File: src/hw/rtl/assert_macros.svh
// Assertion macros shared by the distance-vector table RTL.
// The enclosing module must provide clk and rst.
`ifndef ASSERT_MACROS_SVH
`define ASSERT_MACROS_SVH

// Checked only outside reset.
`define ASSERT_CLK(name, prop, msg) \
  name: assert property (@(posedge clk) disable iff (rst) prop) else $error(msg);

// Checked at every edge, reset included.
`define ASSERT_ALWAYS(name, prop, msg) \
  name: assert property (@(posedge clk) prop) else $error(msg);

`endif

File: src/hw/rtl/dvtu_pkg.sv
// Shared types, widths and codes of the distance-vector table update block.
// No dependencies; every RTL module imports it.
package dvtu_pkg;

  localparam int ID_W          = 6;
  localparam int COST_W        = 16;
  localparam int LINK_W        = 17;
  localparam int NODES_DEFAULT = 64;

  localparam logic [COST_W-1:0] COST_INF = '1;

  localparam logic [1:0] OP_CLEAR  = 2'd0;
  localparam logic [1:0] OP_SET    = 2'd1;
  localparam logic [1:0] OP_CHANGE = 2'd2;
  localparam logic [1:0] OP_RELAX  = 2'd3;

  typedef struct packed {
    logic [COST_W-1:0] cost;
    logic [ID_W-1:0]   next;
    logic              valid;
  } entry_t;

  typedef struct packed {
    entry_t ent;
    logic   changed;
  } result_t;

endpackage

File: src/hw/rtl/distance_vector_table_update_top.sv
// Top level of the distance-vector table update block: input stage, table,
// update logic and result register. Depends on dvtu_pkg, dvtu_table,
// dvtu_update and assert_macros.svh.
//
// Usage: each word on the in channel (opcode, dest_node, neighbor_node,
// link_cost, advertised_cost) works on the table entry of dest_node and
// yields one word on the out channel holding that entry afterwards plus a
// changed flag. Both channels use valid/ready. The cfg channel writes
// self_id and is ready whenever reset is low; write it only while the block
// is idle. Accepted words pass the input stage and the result register,
// which raises out_valid. Throughput is one word per cycle while the
// receiver does not stall: the table read is issued at acceptance, the
// entry is updated and written back as the word leaves the input stage,
// and a same-cycle write to the read address reaches the following word.
// When the receiver stalls, the result register holds; the input stage
// still takes one more word, and then in_ready drops until out_ready.
// Reset clears self_id and the pipeline valid flags, and holds in_ready and
// cfg_ready low. Table contents are not cleared: every entry must be written
// by a clear word before use.
// A dest_node at or beyond NODES writes nothing and returns all zeros.
module distance_vector_table_update_top
  import dvtu_pkg::*;
#(
  parameter int NODES = NODES_DEFAULT
) (
  input  logic              clk,
  input  logic              rst,
  input  logic              cfg_valid,
  output logic              cfg_ready,
  input  logic [ID_W-1:0]   cfg_data,
  input  logic              in_valid,
  output logic              in_ready,
  input  logic [1:0]        opcode,
  input  logic [ID_W-1:0]   dest_node,
  input  logic [ID_W-1:0]   neighbor_node,
  input  logic [LINK_W-1:0] link_cost,
  input  logic [COST_W-1:0] advertised_cost,
  output logic              out_valid,
  input  logic              out_ready,
  output logic [COST_W-1:0] entry_cost,
  output logic [ID_W-1:0]   entry_next,
  output logic              entry_next_valid,
  output logic              entry_changed
);

  `include "assert_macros.svh"

  localparam int CMP_W = 9;

  logic [ID_W-1:0]   self_id;
  logic              s1_valid;
  logic [1:0]        s1_op;
  logic [ID_W-1:0]   s1_dest;
  logic [ID_W-1:0]   s1_nbr;
  logic [LINK_W-1:0] s1_link;
  logic [COST_W-1:0] s1_adv;
  logic              s1_adv_go;
  logic              s1_dest_ok;
  logic              in_acc;
  entry_t            old_ent;
  result_t           res;

  assign cfg_ready = !rst;
  assign s1_adv_go = s1_valid && (!out_valid || out_ready);
  assign in_ready  = !rst && (!s1_valid || !out_valid || out_ready);
  assign in_acc    = in_valid && in_ready;
  assign s1_dest_ok = ({{(CMP_W-ID_W){1'b0}}, s1_dest} < CMP_W'(NODES));

  always_ff @(posedge clk) begin
    if (rst) begin
      self_id <= '0;
    end else if (cfg_valid && cfg_ready) begin
      self_id <= cfg_data;
    end
  end

  always_ff @(posedge clk) begin
    if (rst) begin
      s1_valid <= 1'b0;
    end else if (in_acc) begin
      s1_valid <= 1'b1;
    end else if (s1_adv_go) begin
      s1_valid <= 1'b0;
    end
  end

  always_ff @(posedge clk) begin
    if (in_acc) begin
      s1_op   <= opcode;
      s1_dest <= dest_node;
      s1_nbr  <= neighbor_node;
      s1_link <= link_cost;
      s1_adv  <= advertised_cost;
    end
  end

  dvtu_table #(
    .NODES(NODES)
  ) u_table (
    .clk    (clk),
    .rd_en  (in_acc),
    .rd_addr(dest_node),
    .wr_en  (s1_adv_go && s1_dest_ok),
    .wr_addr(s1_dest),
    .wr_data(res.ent),
    .rd_data(old_ent)
  );

  dvtu_update u_update (
    .op       (s1_op),
    .dest     (s1_dest),
    .nbr      (s1_nbr),
    .link_cost(s1_link),
    .adv      (s1_adv),
    .self_id  (self_id),
    .dest_ok  (s1_dest_ok),
    .old      (old_ent),
    .res      (res)
  );

  always_ff @(posedge clk) begin
    if (rst) begin
      out_valid <= 1'b0;
    end else if (s1_adv_go) begin
      out_valid <= 1'b1;
    end else if (out_ready) begin
      out_valid <= 1'b0;
    end
  end

  always_ff @(posedge clk) begin
    if (s1_adv_go) begin
      entry_cost       <= res.ent.cost;
      entry_next       <= res.ent.next;
      entry_next_valid <= res.ent.valid;
      entry_changed    <= res.changed;
    end
  end

  `ASSERT_ALWAYS(a_reset_empty, rst |=> !s1_valid && !out_valid,
                 "pipeline not empty after reset")
  `ASSERT_CLK(a_accept_fills, in_acc |=> s1_valid,
              "accepted word did not reach the input stage")
  `ASSERT_CLK(a_stall_blocks, s1_valid && !s1_adv_go |-> !in_ready,
              "input taken while the input stage is stalled")
  `ASSERT_CLK(a_clear_self,
              s1_adv_go && s1_dest_ok && s1_op == OP_CLEAR && s1_dest == self_id
              |=> entry_cost == '0 && entry_next_valid && entry_next == self_id,
              "clear of own entry gave a wrong result")

endmodule

File: src/hw/rtl/dvtu_table.sv
// Routing table storage: one write port, one registered read port, and a
// bypass for a write that lands on the address read at the same edge.
// Depends on dvtu_pkg.
module dvtu_table
  import dvtu_pkg::*;
#(
  parameter int NODES = NODES_DEFAULT
) (
  input  logic            clk,
  input  logic            rd_en,
  input  logic [ID_W-1:0] rd_addr,
  input  logic            wr_en,
  input  logic [ID_W-1:0] wr_addr,
  input  entry_t          wr_data,
  output entry_t          rd_data
);

  localparam int AW = $clog2(NODES);

  entry_t mem [NODES];
  entry_t rd_q;
  entry_t fwd_q;
  logic   fwd_hit;

  always_ff @(posedge clk) begin
    if (wr_en) begin
      mem[AW'(wr_addr)] <= wr_data;
    end
    if (rd_en) begin
      rd_q    <= mem[AW'(rd_addr)];
      // The array read above returns the old word, so remember the new one.
      fwd_hit <= wr_en && (wr_addr == rd_addr);
      fwd_q   <= wr_data;
    end
  end

  assign rd_data = fwd_hit ? fwd_q : rd_q;

endmodule

File: src/hw/rtl/dvtu_update.sv
// Next-entry logic: applies one opcode to the current table entry.
// Depends on dvtu_pkg.
module dvtu_update
  import dvtu_pkg::*;
(
  input  logic [1:0]        op,
  input  logic [ID_W-1:0]   dest,
  input  logic [ID_W-1:0]   nbr,
  input  logic [LINK_W-1:0] link_cost,
  input  logic [COST_W-1:0] adv,
  input  logic [ID_W-1:0]   self_id,
  input  logic              dest_ok,
  input  entry_t            old,
  output result_t           res
);

  logic              lneg;
  logic [COST_W-1:0] lcost;
  logic [COST_W:0]   sum_raw;
  logic [COST_W-1:0] sum;
  logic              better;
  entry_t            ent;

  always_comb begin
    lneg    = link_cost[LINK_W-1];
    lcost   = lneg ? COST_INF : link_cost[COST_W-1:0];
    sum_raw = {1'b0, lcost} + {1'b0, adv};
    if (lcost == COST_INF || adv == COST_INF) begin
      sum = COST_INF;
    end else if (sum_raw > {1'b0, COST_INF}) begin
      sum = COST_INF;
    end else begin
      sum = sum_raw[COST_W-1:0];
    end
    // An infinite current cost loses to any finite sum.
    better = (sum != COST_INF) && (old.cost == COST_INF || sum < old.cost);

    ent = old;
    unique case (op)
      OP_CLEAR: begin
        if (dest == self_id) begin
          ent = '{cost: '0, next: self_id, valid: 1'b1};
        end else begin
          ent = '{cost: COST_INF, next: '0, valid: 1'b0};
        end
      end
      OP_SET: begin
        if (lneg) begin
          ent = '{cost: COST_INF, next: '0, valid: 1'b0};
        end else begin
          ent = '{cost: lcost, next: nbr, valid: 1'b1};
        end
      end
      OP_CHANGE: begin
        if (lneg) begin
          ent = '{cost: COST_INF, next: '0, valid: 1'b0};
        end else begin
          ent.cost = lcost;
        end
      end
      OP_RELAX: begin
        if (dest != self_id) begin
          if (better) begin
            ent = '{cost: sum, next: nbr, valid: 1'b1};
          end else if (sum == old.cost) begin
            if (nbr != dest && old.valid && nbr < old.next) begin
              ent.next = nbr;
            end
          end
        end
      end
      default: begin
        ent = old;
      end
    endcase

    if (!dest_ok) begin
      ent = '0;
    end
    res.ent     = ent;
    res.changed = dest_ok && (ent != old);
  end

endmodule
File: config.mk
export PLATFORM = sky130hd
export DESIGN_NAME = distance_vector_table_update_top
export DESIGN_NICKNAME = d
export VERILOG_FILES = /design/src/hw/rtl/dvtu_pkg.sv /design/src/hw/rtl/distance_vector_table_update_top.sv /design/src/hw/rtl/dvtu_table.sv /design/src/hw/rtl/dvtu_update.sv
export VERILOG_INCLUDE_DIRS = /design/src /design/src/hw/rtl
export SDC_FILE = /design/constraint.sdc
export NUM_CORES = 1
export LEC_CHECK = 0
export BUFFER_PORTS_ARGS = -buffer_cell sky130_fd_sc_hd__buf_2
export CAP_MARGIN = 20
export CORE_ASPECT_RATIO = 0.9
export CORE_MARGIN = 10
export CORE_UTILIZATION = 45
export DETAILED_ROUTE_END_ITERATION = 16
export GPL_TIMING_DRIVEN = 0
export REMOVE_ABC_BUFFERS = 1
export SKIP_CTS_REPAIR_TIMING = 1
export SYNTH_ARGS = -nofsm -noshare
export SYNTH_HDL_FRONTEND = slang
export SYNTH_HIERARCHICAL = 1
export SYNTH_SLANG_ARGS = --single-unit
File: constraint.sdc
create_clock -name clk -period 14.9 [get_ports clk]
set_input_delay 2.98 -clock clk [delete_from_list [all_inputs] [get_ports clk]]
set_output_delay 2.98 -clock clk [all_outputs]
set_load 0.02 [all_outputs]
== Yosys cells after proc, flatten, opt, wreduce, memory -nomap -nowiden ==
Memory sizes are Yosys's and may differ from the RTL's. A register that Yosys moved wholly into a read port is not among the register bits.
Index checks and enable logic that the tools add are counted.
Storage, ports and cells
  register bits: 103
  memory bits (writable): 1472
  bits of input ports: 58
  output and inout bits: 27
  logic and storage cells: 74
  memories kept: 1
Operators by class
  add/subtract/negate cells: 1
  order comparisons: 3
  equal/unequal tests: 13
  multiplexer cells: 21
  reduce and logical (&&, ||, !) cells: 19
Memories
  u_table.mem: words 64, bits a word 23, rd ports 1, clocked after Yosys merged registers in 1, wr ports 1, line dvtu_table.sv:20  | entry_t mem [NODES];
Operators by type and width (number)
  $mux W23: 4
  $pmux W23 S4: 1
  $mux W16: 5
  $eq A16 B16 Y1 const B: 3
  $ne A23 B23 Y1: 1
  $mux W6: 3
  $add A16 B16 Y17: 1
  $gt A17 B16 Y1 const B: 1
  $eq A16 B16 Y1: 1
  $lt A16 B16 Y1: 1
  $ne A16 B16 Y1 const B: 1
  $eq A6 B6 Y1: 2
  $ne A6 B6 Y1: 2
  $logic_and A1 B1 Y1: 8
  $mux W1: 7
  $mux W7: 1
  $lt A6 B6 Y1: 1
  $logic_or A1 B1 Y1: 5
  $eq A2 B2 Y1 const B: 2
  $reduce_bool A2 Y1: 2
  $logic_not A1 Y1: 3
  $eq A2 B1 Y1 const B: 1
  $logic_not A2 Y1: 1

== Logic depth before layout (Yosys ltp) ==
  depth after elaboration: 12
  gate-level depth with buffers: 24
  depth with buffers taken out: 20

== By module ==
The synthesis kept the hierarchy.
Modules (own cells, without submodules)
  dvtu_table: times used 1, cells an instance 2580, area an instance 58130.8 µm², seq. area each 45613.7 µm²
  dvtu_update: times used 1, cells an instance 551, area an instance 3543.4 µm², seq. area each 0.0 µm²
  distance_vector_table_update_top: times used 1, cells an instance 104, area an instance 2483.6 µm², seq. area each 2292.2 µm²

== Least setup slack after synthesis ==
Ideal clock, no wire load.
  kind: flip-flop to flip-flop
  start point: register s1_link[16]
  end point: register entry_cost[4] (data pin)
  setup time: 737 ps
  data arrival time: 7255 ps
  required time: 14163 ps
  slack: 6908 ps
  stages on the path, launching flop included: 24
  buffers on the path: 5
  clock period less this slack: 7992 ps
  cell sequence: edfxtp_1 clkbuf_1 clkbuf_1 or2_2 ha_1 fa_1 nand3_1 a21oi_1 o21ai_0 o211a_1 buf_2 buf_1 o21ai_0 ha_1 nand3_1 o21bai_1 a311oi_1 nor3_1 o21ai_0 nor2_1 o21ai_4 buf_4 o21ai_1 a211oi_1
RTL lines
  from (decl): line distance_vector_table_update_top.sv:55  | logic [LINK_W-1:0] s1_link;
  from (signal assigned): line distance_vector_table_update_top.sv:92  | s1_link <= link_cost;
  to (signal assigned): line distance_vector_table_update_top.sv:133  | entry_cost <= res.ent.cost;
  to (decl): line distance_vector_table_update_top.sv:40  | output logic [COST_W-1:0] entry_cost,

==> impl_table.tex <==
\begin{tabular}{lr}
\hline
Metric & Value \\
\hline
\multicolumn{2}{l}{\textbf{Final layout}} \\
\quad Area growth from synthesis to final layout & 15.3\% \\
\quad Count of fill cells added during filler insertion & about 11000 \\
\quad Multi-input combinational cell area & between 0.015 and 0.02 mm² \\
\quad Commonest cells after routing, fill and taps aside & edfxtp\_1 (1590), mux4\_2 (326), mux2i\_1 (193) \\
\quad Share of final-layout standard cells stronger than drive strength 1 & between 20\% and 30\% \\
\quad Register Area & $\sim$0.048 mm² \\
\quad Post-layout nets & between 3000 and 4000 \\
\quad Most common cell after layout, fill and taps aside & edfxtp\_1 \\
\quad Final standard cell utilization of the core & 52.3\% \\
\multicolumn{2}{l}{\textbf{STA}} \\
\quad Maximum frequency from static timing analysis & between 0.1 and 0.15 GHz \\
\quad Max-slew headroom at the worst pin & 19.9\% \\
\quad Fin. max-slew vios & 0 \\
\quad Unrepaired setup endpoints after global routing & no \\
\quad Sum of negative setup slack & 0 ps \\
\quad Hold violation total from the final report & 0 \\
\quad Share of the clock period used by the worst path & roughly 50\% \\
\quad Worst clock skew & $\sim$33 ps \\
\quad Final setup violation count & 0 \\
\quad Final min period & between 7000 and 8000 ps \\
\quad Slew at the pin closest to its max-slew limit & around 1200 ps \\
\multicolumn{2}{l}{\textbf{Synthesis}} \\
\quad Netlist cell types & 81 \\
\quad Flip-flop and latch count after synthesis & approximately 1600 \\
\quad Mean post-synth cell area & approximately 20 µm² \\
\quad Number of cells produced by synthesis & between 3000 and 4000 \\
\quad Portion of the post-synthesis area used by sequential elements & 74.7\% \\
\quad Cell area after technology mapping & between 0.06 and 0.07 mm² \\
\quad Warning count from the yosys run & 6 \\
\quad Proportion of synthesized flip-flops having asynchronous set or reset & 0\% \\
\quad Number of flops mapped to enable cells by yosys & between 1500 and 2000 \\
\quad Leading register cell type out of synthesis & edfxtp\_1 \\
\multicolumn{2}{l}{\textbf{GRT}} \\
\quad Vias in the first global route & roughly 33000 \\
\quad Global-route wire length before repair & between 200000 and 250000 µm \\
\quad GR Overflow Total & 0 \\
\quad Initial antenna violation count & 8 \\
\quad Gr usage total & 20.6\% \\
\quad Pin count of the biggest net entering global routing & 96 \\
\multicolumn{2}{l}{\textbf{Floorplan}} \\
\quad Placeable core region & 0.142 mm² \\
\quad Total die area & between 0.15 and 0.2 mm² \\
\quad Initial core utilization & approximately 45\% \\
\quad Die outline height & approximately 380 µm \\
\quad Site Rows & between 100 and 150 \\
\quad Die span in x & 418 µm \\
\quad Boundary Pins & 85 \\
\multicolumn{2}{l}{\textbf{Routing}} \\
\quad Drt drc & 0 \\
\quad Routed Antenna Nets & 0 \\
\quad First-iteration detailed-routing DRC count & 4138 \\
\quad Via count & around 33000 \\
\quad Wirelength per Cell & between 30 and 40 µm \\
\quad Total wirelength of the detailed-routed design & $\sim$160000 µm \\
\quad Post-detailed-route via-to-cell ratio & 6.12 \\
\quad Length of the first detailed-routing pass in iterations & 6 \\
\multicolumn{2}{l}{\textbf{Critical path}} \\
\quad Crit start category & register \\
\quad CP endpoint kind & register \\
\quad Crit Path Category & register to register \\
\quad Critical-path maximum fanout & 35 \\
\quad Critical path arrival & about 8000 ps \\
\quad Worst-case register-to-register setup slack & around 7600 ps \\
\quad Data required time at the worst endpoint & approximately 15000 ps \\
\multicolumn{2}{l}{\textbf{CTS}} \\
\quad Max Buffers Root-to-Sink & 3 \\
\quad CTS sink count & 1598 \\
\quad Clock Tree Root & clkbuf\_16 \\
\quad Clock latency on the worst-skew pair & $\sim$790 ps \\
\quad TritonCTS clock tree & built \\
\quad Number of buffers inserted during clock tree synthesis & $\sim$160 \\
\quad Reg clk slew, reported paths & approximately 60 ps \\
\quad Number of H-tree levels & 4 \\
\multicolumn{2}{l}{\textbf{Run}} \\
\quad Max-cap violations & 0 \\
\multicolumn{2}{l}{\textbf{Power and ir drop}} \\
\quad Total power & 9.57 mW \\
\quad Power density over the cells & 129 mW/mm² \\
\quad VDD IR-drop max & between 90 and 100 µV \\
\quad Leakage power & roughly 24 nW \\
\multicolumn{2}{l}{\textbf{Placed design}} \\
\quad Buffers on Ports & 84 \\
\quad Final RePlAce weighted congestion & 0.843 \\
\quad DPL Wire Length & roughly 100000 µm \\
\multicolumn{2}{l}{\textbf{Worst hold path}} \\
\quad Worst hold path type & register to register \\
\multicolumn{2}{l}{\textbf{Run status}} \\
\quad Outcome & complete, no violations \\
\hline
\end{tabular}
[cell families after synthesis]
family          synth area share (%)
simple gates                    3.00
flops                           74.7
buf+inv                         1.66
xor+xnor                       0.369
fa+ha+maj                      0.753
other cells                  0.00584
mux                             15.0
compound gates                  4.56
[routing by layer]
metal	part of all wire (%)	track usage (%)
met5	0	0
met4	2.9	6.30
met3	8.1	4.08
met2	46	31.7
met1	43	29.8
[sequential cells by signal (all words and copies together) (netlist names)]
name	count
out_valid	1
entry_cost	16
s1_adv	16
u_table/fwd_q	23
u_table/rd_q	23
s1_dest	6
s1_link	17
u_table/mem	1472
s1_op	2
s1_nbr	6
self_id	6
entry_next	6
u_table/fwd_hit	1
entry_changed	1
s1_valid	1
entry_next_valid	1
[critical path, stage by stage (launching register included)]
cell and delay, ps:
edfxtp_1 650, nor2_1 740, inv_1 110, ha_1 400, a21oi_1 130, a211oi_1 420
a221oi_4 80, o21a_1 180, nor3_1 550, nand2b_1 330, ha_1 180, and3_1 200
nand4_1 180, nor4_1 630, o311ai_0 390, a21oi_1 330, o21ai_4 170, mux2i_1 150
o221ai_1 250, and2_2 710, buf_12 280
[per-stage QoR]
step                hold slack [ps]  setup WS, ps  instance area [µm²]  cells
floorplan                       505          7100                63300   3063
global placement                501         -4200                66000   5009
detailed placement              535          7640                68900   5108
CTS                             559          7610                74000   5393
global route                    582          7250                74000   5395
finish                          560          7600                74000   5398
[layout make-up]
cell class | count | area share [%]
Tap cell | 1862 | 3.15
Clock buffer | 192 | 5.66
Sequential cell | 1598 | 64.7
Clock inverter | 93 | 1.25
Inverter | 38 | 0.193
Multi-Input combinational cell | 1427 | 21.5
Antenna cell | 3 | 0.0101
Timing Repair Buffer | 185 | 3.51
[where the power goes]
part | leakage (nW) | switching [mW] | total (mW) | internal (mW)
registers | 14.5 | 0.0177 | 5.01 | 4.99
logic | 6.74 | 0.393 | 0.617 | 0.223
clock network | 2.50 | 1.67 | 3.95 | 2.28
total | 23.8 | 2.08 | 9.57 | 7.50
[synth_stat cells (all sizes together) (6+ instances only)]
library cell	instances	area, µm²
a211oi	28	233
a21o	22	165
a21oi	46	238
a221oi	14	140
a22o	7	61.3
a22oi	67	503
a31oi	30	188
and2	13	83.8
and3	20	125
buf	103	647
clkbuf	74	278
dfxtp	8	160
edfxtp	1590	47700
ha	37	463
inv	38	143
mux2	30	338
mux2i	193	1930
mux4	326	7340
nand2	62	233
nand2b	23	159
nand3	25	125
nand3b	6	45.0
nand4	24	150
nor2	130	488
nor2b	15	96.3
nor3	23	115
nor4	15	93.8
o211ai	18	135
o21ai	73	392
o22ai	60	375
o31ai	15	113
or2	12	75.1
xnor2	15	131
xor2	12	105
[worst paths after layout]
check                             to         from  cells after the start
setup / recovery  u_table/mem[40][4]  s1_link[16]                     20
hold / removal              s1_valid    out_valid                      2
setup reg to reg  u_table/mem[40][4]  s1_link[16]                     20
hold reg to reg             s1_valid    out_valid                      2
No activity file was read; power rests on OpenSTA's default activity.
